<file path="src/flacpr_pkg.sv">
// Shared constants, types and coefficient tables for the FLAC predictor restore block.
`default_nettype none

package flacpr_pkg;

  // Sizes of the history and coefficient stores
  localparam int MAX_ORDER       = 32;
  localparam int IDX_W           = $clog2(MAX_ORDER);
  localparam int TAP_W           = $clog2(MAX_ORDER + 1);
  localparam int FIXED_MAX_ORDER = 4;

  // Field widths
  localparam int SAMPLE_W = 32;
  localparam int COEF_W   = 15;
  localparam int PROD_W   = SAMPLE_W + COEF_W;
  localparam int ACC_W    = 64;
  localparam int REQ_W    = 2;
  localparam int CIDX_W   = 5;
  localparam int ORDER_W  = 6;
  localparam int SHIFT_W  = 5;
  localparam int WASTE_W  = 5;

  // Port widths
  localparam int IN_DATA_W  = 40;
  localparam int CFG_IDX_W  = 2;
  localparam int CFG_DATA_W = 6;

  // Request kinds carried on the input user field
  localparam logic [REQ_W-1:0] REQ_LOAD_COEF = 2'd0;
  localparam logic [REQ_W-1:0] REQ_WARM_UP   = 2'd1;
  localparam logic [REQ_W-1:0] REQ_RESIDUAL  = 2'd2;

  // Configuration register indexes
  localparam logic [CFG_IDX_W-1:0] CFG_MODE  = 2'd0;
  localparam logic [CFG_IDX_W-1:0] CFG_ORDER = 2'd1;
  localparam logic [CFG_IDX_W-1:0] CFG_SHIFT = 2'd2;
  localparam logic [CFG_IDX_W-1:0] CFG_WASTE = 2'd3;

  // Predictor modes
  localparam logic MODE_FIXED = 1'b0;
  localparam logic MODE_LPC   = 1'b1;

  typedef enum logic [2:0] {
    ST_IDLE,
    ST_MAC,
    ST_SHIFT,
    ST_FINISH
  } state_t;

  // Commands from the controller to the datapath
  typedef struct packed {
    logic capture;    // latch a warm-up sample or residual, clear the accumulator
    logic load_coef;  // write one coefficient slot
    logic mac_step;   // multiply one tap
    logic do_shift;   // apply the quantization shift to the sum
    logic finish;     // form the sample, push history, load the output register
  } dp_cmd_t;

  // Status from the datapath to the controller
  typedef struct packed {
    logic taps_done;  // every tap of the current prediction has been issued
    logic out_free;   // the output register can take a new sample
  } dp_status_t;

  // Fixed polynomial predictor taps expressed as small coefficients
  function automatic logic signed [COEF_W-1:0] fixed_coef(
    input logic [ORDER_W-1:0] order,
    input logic [IDX_W-1:0]   tap
  );
    logic signed [COEF_W-1:0] c;
    c = '0;
    case (order)
      6'd1: begin
        if (tap == IDX_W'(0)) c = 15'sd1;
      end
      6'd2: begin
        if (tap == IDX_W'(0)) c = 15'sd2;
        if (tap == IDX_W'(1)) c = -15'sd1;
      end
      6'd3: begin
        if (tap == IDX_W'(0)) c = 15'sd3;
        if (tap == IDX_W'(1)) c = -15'sd3;
        if (tap == IDX_W'(2)) c = 15'sd1;
      end
      6'd4: begin
        if (tap == IDX_W'(0)) c = 15'sd4;
        if (tap == IDX_W'(1)) c = -15'sd6;
        if (tap == IDX_W'(2)) c = 15'sd4;
        if (tap == IDX_W'(3)) c = -15'sd1;
      end
      default: c = '0;
    endcase
    return c;
  endfunction

endpackage

`default_nettype wire

</file>
<file path="src/flacpr_ctrl.sv">
// Controller state machine that sequences requests through the predictor datapath.
`default_nettype none

module flacpr_ctrl (
  input  wire logic                       clk,
  input  wire logic                       rst,
  input  wire logic                       in_valid,
  output logic                            in_ready,
  input  wire logic [flacpr_pkg::REQ_W-1:0] in_req,
  input  wire flacpr_pkg::dp_status_t     status,
  output flacpr_pkg::dp_cmd_t             cmd
);
  import flacpr_pkg::*;

  state_t state;
  state_t state_next;
  logic   accept;

  assign in_ready = (state == ST_IDLE);
  assign accept   = in_valid && in_ready;

  // State register
  always_ff @(posedge clk) begin
    if (rst) begin
      state <= ST_IDLE;
    end else begin
      state <= state_next;
    end
  end

  // Next state
  always_comb begin
    state_next = state;
    case (state)
      ST_IDLE: begin
        if (accept && in_req == REQ_RESIDUAL) begin
          state_next = ST_MAC;
        end else if (accept && in_req == REQ_WARM_UP) begin
          state_next = ST_FINISH;
        end
      end
      ST_MAC: begin
        if (status.taps_done) state_next = ST_SHIFT;
      end
      ST_SHIFT: begin
        state_next = ST_FINISH;
      end
      ST_FINISH: begin
        if (status.out_free) state_next = ST_IDLE;
      end
      default: state_next = ST_IDLE;
    endcase
  end

  // Command outputs
  always_comb begin
    cmd = '0;
    case (state)
      ST_IDLE: begin
        cmd.capture   = accept && (in_req == REQ_RESIDUAL || in_req == REQ_WARM_UP);
        cmd.load_coef = accept && (in_req == REQ_LOAD_COEF);
      end
      ST_MAC: begin
        cmd.mac_step = !status.taps_done;
      end
      ST_SHIFT: begin
        cmd.do_shift = 1'b1;
      end
      ST_FINISH: begin
        cmd.finish = status.out_free;
      end
      default: cmd = '0;
    endcase
  end

endmodule

`default_nettype wire

</file>
<file path="src/flacpr_dp.sv">
// Datapath: configuration, coefficient and history stores, shared multiply-accumulate.
`default_nettype none

module flacpr_dp (
  input  wire logic                              clk,
  input  wire logic                              rst,
  input  wire flacpr_pkg::dp_cmd_t               cmd,
  output flacpr_pkg::dp_status_t                 status,
  input  wire logic                              cfg_we,
  input  wire logic [flacpr_pkg::CFG_IDX_W-1:0]  cfg_idx,
  input  wire logic [flacpr_pkg::CFG_DATA_W-1:0] cfg_wdata,
  input  wire logic [flacpr_pkg::REQ_W-1:0]      in_req,
  input  wire logic [flacpr_pkg::CIDX_W-1:0]     in_coef_index,
  input  wire logic [flacpr_pkg::SAMPLE_W-1:0]   in_value,
  output logic                                   out_valid,
  input  wire logic                              out_ready,
  output logic [flacpr_pkg::SAMPLE_W-1:0]        out_sample
);
  import flacpr_pkg::*;

  // Configuration registers
  logic                      mode;
  logic [ORDER_W-1:0]        order;
  logic signed [SHIFT_W-1:0] qshift;
  logic [WASTE_W-1:0]        wasted;

  // Stores
  logic [SAMPLE_W-1:0]     hist [MAX_ORDER];
  logic signed [COEF_W-1:0] coefs [MAX_ORDER];

  // Working registers
  logic [SAMPLE_W-1:0]     value;
  logic                    is_warm;
  logic [TAP_W-1:0]        tap;
  logic signed [PROD_W-1:0] prod;
  logic                    prod_valid;
  logic signed [ACC_W-1:0] acc;
  logic [SAMPLE_W-1:0]     pred;

  logic [TAP_W-1:0]         taps;
  logic [IDX_W-1:0]         tap_idx;
  logic signed [COEF_W-1:0] tap_coef;
  logic signed [ACC_W-1:0]  shifted;
  logic [SHIFT_W-1:0]       left_amt;
  logic [SAMPLE_W-1:0]      sample;

  // Number of taps: the LPC order saturates, a fixed order above four predicts zero
  always_comb begin
    if (mode == MODE_LPC) begin
      if (32'(order) > MAX_ORDER) taps = TAP_W'(MAX_ORDER);
      else taps = TAP_W'(order);
    end else begin
      if (32'(order) <= FIXED_MAX_ORDER) taps = TAP_W'(order);
      else taps = '0;
    end
  end

  assign tap_idx  = tap[IDX_W-1:0];
  assign tap_coef = (mode == MODE_LPC) ? coefs[tap_idx] : fixed_coef(order, tap_idx);

  assign status.taps_done = (tap == taps);
  assign status.out_free  = !out_valid || out_ready;

  // Quantization shift: right for non-negative levels, left otherwise; none in fixed mode
  assign left_amt = SHIFT_W'(0) - qshift;
  always_comb begin
    if (mode == MODE_FIXED) begin
      shifted = acc;
    end else if (!qshift[SHIFT_W-1]) begin
      shifted = acc >>> qshift[SHIFT_W-2:0];
    end else begin
      shifted = acc << left_amt;
    end
  end

  // Restored sample wraps to 32 bits
  assign sample = is_warm ? value : value + pred;

  // Configuration writes
  always_ff @(posedge clk) begin
    if (rst) begin
      mode   <= MODE_FIXED;
      order  <= '0;
      qshift <= '0;
      wasted <= '0;
    end else if (cfg_we) begin
      case (cfg_idx)
        CFG_MODE:  mode   <= cfg_wdata[0];
        CFG_ORDER: order  <= cfg_wdata[ORDER_W-1:0];
        CFG_SHIFT: qshift <= cfg_wdata[SHIFT_W-1:0];
        CFG_WASTE: wasted <= cfg_wdata[WASTE_W-1:0];
        default: ;
      endcase
    end
  end

  // Coefficient loads keep the low 15 bits; slots beyond the table are dropped
  always_ff @(posedge clk) begin
    if (cmd.load_coef && (32'(in_coef_index) < MAX_ORDER)) begin
      coefs[in_coef_index[IDX_W-1:0]] <= in_value[COEF_W-1:0];
    end
  end

  // History shift line, most recent sample in entry zero
  always_ff @(posedge clk) begin
    if (rst) begin
      for (int k = 0; k < MAX_ORDER; k++) hist[k] <= '0;
    end else if (cmd.finish) begin
      hist[0] <= sample;
      for (int k = 1; k < MAX_ORDER; k++) hist[k] <= hist[k-1];
    end
  end

  // Capture of the incoming item
  always_ff @(posedge clk) begin
    if (cmd.capture) begin
      value   <= in_value;
      is_warm <= (in_req == REQ_WARM_UP);
    end
  end

  // Multiply one tap per cycle, accumulate the previous product
  always_ff @(posedge clk) begin
    if (rst) begin
      prod_valid <= 1'b0;
      tap        <= '0;
    end else if (cmd.capture) begin
      prod_valid <= 1'b0;
      tap        <= '0;
    end else begin
      prod_valid <= cmd.mac_step;
      if (cmd.mac_step) tap <= tap + TAP_W'(1);
    end
  end

  always_ff @(posedge clk) begin
    if (cmd.mac_step) begin
      prod <= tap_coef * $signed(hist[tap_idx]);
    end
    if (cmd.capture) begin
      acc <= '0;
    end else if (prod_valid) begin
      acc <= acc + ACC_W'(prod);
    end
  end

  // Shifted prediction, only its low word reaches the sample
  always_ff @(posedge clk) begin
    if (cmd.do_shift) begin
      pred <= shifted[SAMPLE_W-1:0];
    end
  end

  // Output register
  always_ff @(posedge clk) begin
    if (rst) begin
      out_valid <= 1'b0;
    end else if (cmd.finish) begin
      out_valid <= 1'b1;
    end else if (out_ready) begin
      out_valid <= 1'b0;
    end
  end

  always_ff @(posedge clk) begin
    if (cmd.finish) begin
      out_sample <= sample << wasted;
    end
  end

endmodule

`default_nettype wire

</file>
<file path="src/flac_predictor_reconstruction_unit.sv">
// Top level of the FLAC fixed and LPC predictor restore block.
`default_nettype none

// Restores one channel's samples from residuals with a fixed polynomial predictor
// (order 0 to 4) or a quantized LPC predictor (order 1 to 32). Input transactions carry a
// request kind in tuser: coefficient load, warm-up sample or residual. A coefficient load
// returns nothing. A residual passes through the single shared multiplier, which handles
// one history tap per cycle, followed by the shift and the final add. Each warm-up or
// restored sample returns one output transaction, shifted left by the wasted bits. A
// finished sample waits in the output register while the next input transaction is taken.
// Configuration writes are taken at any time but must only be issued while the block is
// idle. Coefficient slots must be loaded before an LPC prediction reads them.
module flac_predictor_reconstruction_unit (
  input  wire logic                               clk,
  input  wire logic                               rst,
  // Input stream
  input  wire logic                               s_axis_tvalid,
  output logic                                    s_axis_tready,
  input  wire logic [flacpr_pkg::IN_DATA_W-1:0]   s_axis_tdata,  // coef_index[4:0], value[36:5]
  input  wire logic [flacpr_pkg::REQ_W-1:0]       s_axis_tuser,  // req_type[1:0]
  // Output stream
  output logic                                    m_axis_tvalid,
  input  wire logic                               m_axis_tready,
  output logic [flacpr_pkg::SAMPLE_W-1:0]         m_axis_tdata,  // sample[31:0]
  // Configuration writes
  input  wire logic                               cfg_valid,
  output logic                                    cfg_ready,
  input  wire logic [flacpr_pkg::CFG_IDX_W-1:0]   cfg_index,
  input  wire logic [flacpr_pkg::CFG_DATA_W-1:0]  cfg_data
);
  import flacpr_pkg::*;

  dp_cmd_t    cmd;
  dp_status_t status;

  // Configuration writes are always accepted
  assign cfg_ready = 1'b1;

  flacpr_ctrl u_ctrl (
    .clk      (clk),
    .rst      (rst),
    .in_valid (s_axis_tvalid),
    .in_ready (s_axis_tready),
    .in_req   (s_axis_tuser),
    .status   (status),
    .cmd      (cmd)
  );

  flacpr_dp u_dp (
    .clk           (clk),
    .rst           (rst),
    .cmd           (cmd),
    .status        (status),
    .cfg_we        (cfg_valid),
    .cfg_idx       (cfg_index),
    .cfg_wdata     (cfg_data),
    .in_req        (s_axis_tuser),
    .in_coef_index (s_axis_tdata[CIDX_W-1:0]),
    .in_value      (s_axis_tdata[CIDX_W+SAMPLE_W-1:CIDX_W]),
    .out_valid     (m_axis_tvalid),
    .out_ready     (m_axis_tready),
    .out_sample    (m_axis_tdata)
  );

endmodule

`default_nettype wire

</file>
<file path="config.mk">
export PLATFORM = sky130hd
export DESIGN_NAME = flac_predictor_reconstruction_unit
export DESIGN_NICKNAME = d
export VERILOG_FILES = /design/src/flacpr_pkg.sv /design/src/flacpr_ctrl.sv /design/src/flacpr_dp.sv /design/src/flac_predictor_reconstruction_unit.sv
export SDC_FILE = /design/constraint.sdc
export NUM_CORES = 2
export LEC_CHECK = 0
export ABC_AREA = 1
export BUFFER_PORTS_ARGS = -buffer_cell sky130_fd_sc_hd__buf_2
export CAP_MARGIN = 20
export CORE_MARGIN = 5
export CORE_UTILIZATION = 35
export DETAILED_ROUTE_END_ITERATION = 10
export HOLD_SLACK_MARGIN = 0.1
export PLACE_DENSITY = 0.59
export SLEW_MARGIN = 10
export SYNTH_ARGS = -nofsm -noshare
export SYNTH_HDL_FRONTEND = slang
export SYNTH_SLANG_ARGS = --single-unit
</file>
<file path="constraint.sdc">
create_clock -name clk -period 30.9 [get_ports clk]
set_clock_uncertainty 0.2 [all_clocks]
set_input_delay 3.09 -clock clk [delete_from_list [all_inputs] [get_ports clk]]
set_output_delay 3.09 -clock clk [all_outputs]
set_load 0.1 [all_outputs]
</file>
==> results.yml <==
cells_and_area:
  layout.nets: 11700
  fill_cells: 29000
  final_util: 0.384
  drive_gt1_frac: 0.0553
  area_growth_pct: 9.18
setup_path:
  regToRegSetupSlack_ns: 19.22
  reg2regPathDepth: 31
  critPathSlowestCell: "o311ai_0"
  end_kind: "flop"
  slowest_delay_ns: 0.87
  path_depth: 31
  rr_endpoint: "u_dp.prod[42]"
  crit_top_cell: "fa_1"
  critPathLaunchType: "flop"
  cp_top_family: "buffers and inverters"
  worstPathRequired_ns: 31.24
  crit_buf_inv: 10
  crit_path_end: "u_dp.prod[42]"
  crit_fanout: 107
  crit_arrival_ns: 12.02
  path_class: "flop to flop"
power:
  seq_power_share: 0.409
  pwr-share-clk: 0.282
  powerDensity_mw_per_mm2: 69.0
  combPwrFrac: 0.309
  total_power_mw: 7.71
  ir_drop_v: 0.0000614
  p_leak_nw: 47.3
  switching_share: 0.364
  intPower_mw: 4.90
  switchingPower_mw: 2.81
yosys:
  synth_xor_xnor_area_share: 0.00762
  syn_avg_cell_area_sq_um: 9.08
  synthCells: 11300
  synth.distinct_cells: 59
  synthTopCellsByArea: "edfxtp_1 (48%), fa_1 (8.7%), inv_1 (7.3%)"
  synthAdderAreaFrac: 0.112
  synth_top_cells_by_count: "inv_1 (1987), nor2_1 (1694), edfxtp_1 (1648)"
  seq_area_frac_synth: 0.499
  yosysMostFrequentCell: "inv_1"
  synthMuxAreaShare: 0.00147
  synth_compound_area_frac: 0.118
  synth_edf_count: 1648
  synthesis.nets: 12000
  yosysWarnings: 0
  synth_top_family_by_area: "simple AND/OR/NAND/NOR gates"
  synthSimpleGateAreaFrac: 0.157
  ys.flop_type: "edfxtp_1"
  async_reset_ff_frac: 0
  ys_ff_latch: 1727
  synth.largest_area_cell: "edfxtp_1"
  synth_top_area_share: 0.484
  syn-cell-area_sq_mm: 0.102
detailed_routing:
  wl_per_cell_um: 18.3
  dr_total_vias: 75300
  routed_via_density: 4.99
  ant_nets: 0
  routed_wl_um: 276000
  drc: 0
  drt_iter0_drc: 7177
  dr.pass1.iters: 8
flow_run:
  maxCapViolCount: 0
sta:
  setup_viol: 0
  finalCritPeriodShare: 0.378
  tightestPinTransition_ns: 1.14
  hold_violations: 0
  max_freq_mhz: 85.6
  hold_ws_ns: 0.251
  slew_headroom: 0.237
  maxSlewViolCount: 0
  fin_crit_ns: 11.68
  tns_ns: 0
  rsz0062_at_grt: "no"
grt:
  grtUsageMet1: 0.256
  grt_max_degree: 215
  grt-busiest-layer: "met2"
  antenna_found_initial: 16
  grt_pass1_vias: 71700
  grt_use_met3: 0.0270
  grt_pass1_wl_um: 428000
  met2_usage: 0.280
  grt-ovfl-total: 0
  grtUsageTotal: 0.179
cts:
  clock-sinks: 1727
  path_clk_slew_ns: 0.07
  cts_buffer_depth: 3
  root_buffer: "clkbuf_16"
  cts_tree: "yes"
  ctsResizeCount: 0
  cts_made_buffers: 183
  insertion_delay_ns: 0.87
  hold_buffers: 0
  h-tree-depth: 4
  post_cts_buffers: 0
floorplanning:
  rows: 198
  die_w_um: 551
  fp.dieH_um: 551
  coreArea_sq_mm: 0.291
  start_util: 0.351
  io_pins: 90
  dieArea_sq_mm: 0.303
placed_design:
  place_congestion: 0.903
  post-dp-hpwl_um: 179000
  io_buffers: 85
hold_path:
  hp-class: "flop to flop"
run_status:
  status: "complete, no violations"
## stage by stage
stage	cell area, sq um	setup slack (ns)	instances
final	112000	19.22	15100
after global routing	112000	18.39	15100
after detailed placement	106000	19.33	14700
after floorplan	102000	3.54	11300
after global placement	106000	19.28	14700
after CTS	112000	19.23	15100
## final cells by class
| cell class | count | area [sq um] | share of cell area |
|---|---|---|---|
| clock inverter | 111 | 1130 | 0.0101 |
| timing repair buffer | 188 | 1360 | 0.0122 |
| tap | 3900 | 4880 | 0.0437 |
| multi-input combinational | 6900 | 40700 | 0.365 |
| sequential | 1727 | 51100 | 0.457 |
| clock buffer | 225 | 4810 | 0.0431 |
| inverter | 2034 | 7670 | 0.0687 |
| antenna | 11 | 27.5 | 0.000246 |
## placed cells by master, fill, tap and decap left out, drive strengths merged, types with 4 or more instances in the layout
cell	count
a41oi	5
xor2	60
a31oi	39
diode	11
bufinv	11
nand2	1514
ha	205
or2	16
nand4	22
buf	188
nand3b	5
a221oi	7
a21boi	9
and3	4
a21o	13
o21a	10
o21bai	34
nor4	8
mux2i	15
fa	446
a21oi	792
a32o	25
nand3	670
a22oi	32
dfxtp	79
o21ai	947
clkbuf	225
o221ai	27
o22ai	85
edfxtp	1648
and2	4
a211oi	6
o311ai	7
xnor2	29
clkinv	92
nor2	1715
inv	2037
nor3	28
o211ai	107
clkinvlp	5
## registers in the layout, summed over array words and instances (netlist names), named ones only
| name | flops |
|---|---|
| u_dp.prod | 47 |
| u_dp.pred | 32 |
| u_dp.is_warm | 1 |
| u_dp.tap | 6 |
| u_dp.out_valid | 1 |
| u_dp.prod_valid | 1 |
| u_dp.hist | 1024 |
| u_dp.acc | 47 |
| u_dp.order | 6 |
| u_dp.mode | 1 |
| u_dp.out_sample | 32 |
| u_dp.wasted | 5 |
| u_dp.qshift | 5 |
| u_dp.coefs | 480 |
| u_dp.value | 32 |
| u_ctrl.state | 2 |
## worst min-delay path by stage
stage | from | to | slack (ns) | cells after the start
global placement | u_dp.acc[46] | u_dp.acc[46] | 0.28 | 2
floorplan | u_dp.acc[46] | u_dp.acc[46] | 0.27 | 2
global route | u_dp.hist[25][3] | u_dp.hist[26][3] | 0.31 | 2
finish | u_dp.hist[25][3] | u_dp.hist[26][3] | 0.25 | 2
detailed placement | u_dp.acc[46] | u_dp.acc[46] | 0.29 | 2
CTS | u_dp.hist[25][3] | u_dp.hist[26][3] | 0.26 | 2
## power groups by stage
stage          combinational [mW]  sequential (mW)  clock, mW
6_report                     2.38             3.15       2.18
5_1_grt                      2.69             3.17       2.32
4_1_cts                      2.38             3.14       2.23
3_5_place_dp                 2.34             3.19          0
3_3_place_gp                 2.36             3.18          0
2_1_floorplan                1.68             3.36          0
## routing by layer
metal  vias up  wire length (um)
li1      36300                 -
met1     36300            125000
met2      2257            123000
met3       421             18300
met4         6              8850
met5         -                35
## worst min-delay path: stages (launching register included)
cell	delay (ns)
edfxtp_1	0.32
inv_1	0.05
nor2_1	0.08
## cells by family after synthesis
group	after synthesis
adders and majority gates	651
buffers and inverters	2640
xor gates and xnor gates	89
other	1
DFF	1727
AOI/OAI and AO/OA	2158
and+or+nand+nor	3986
muxes	15
Note: power is estimated with default switching activity, not from simulation.
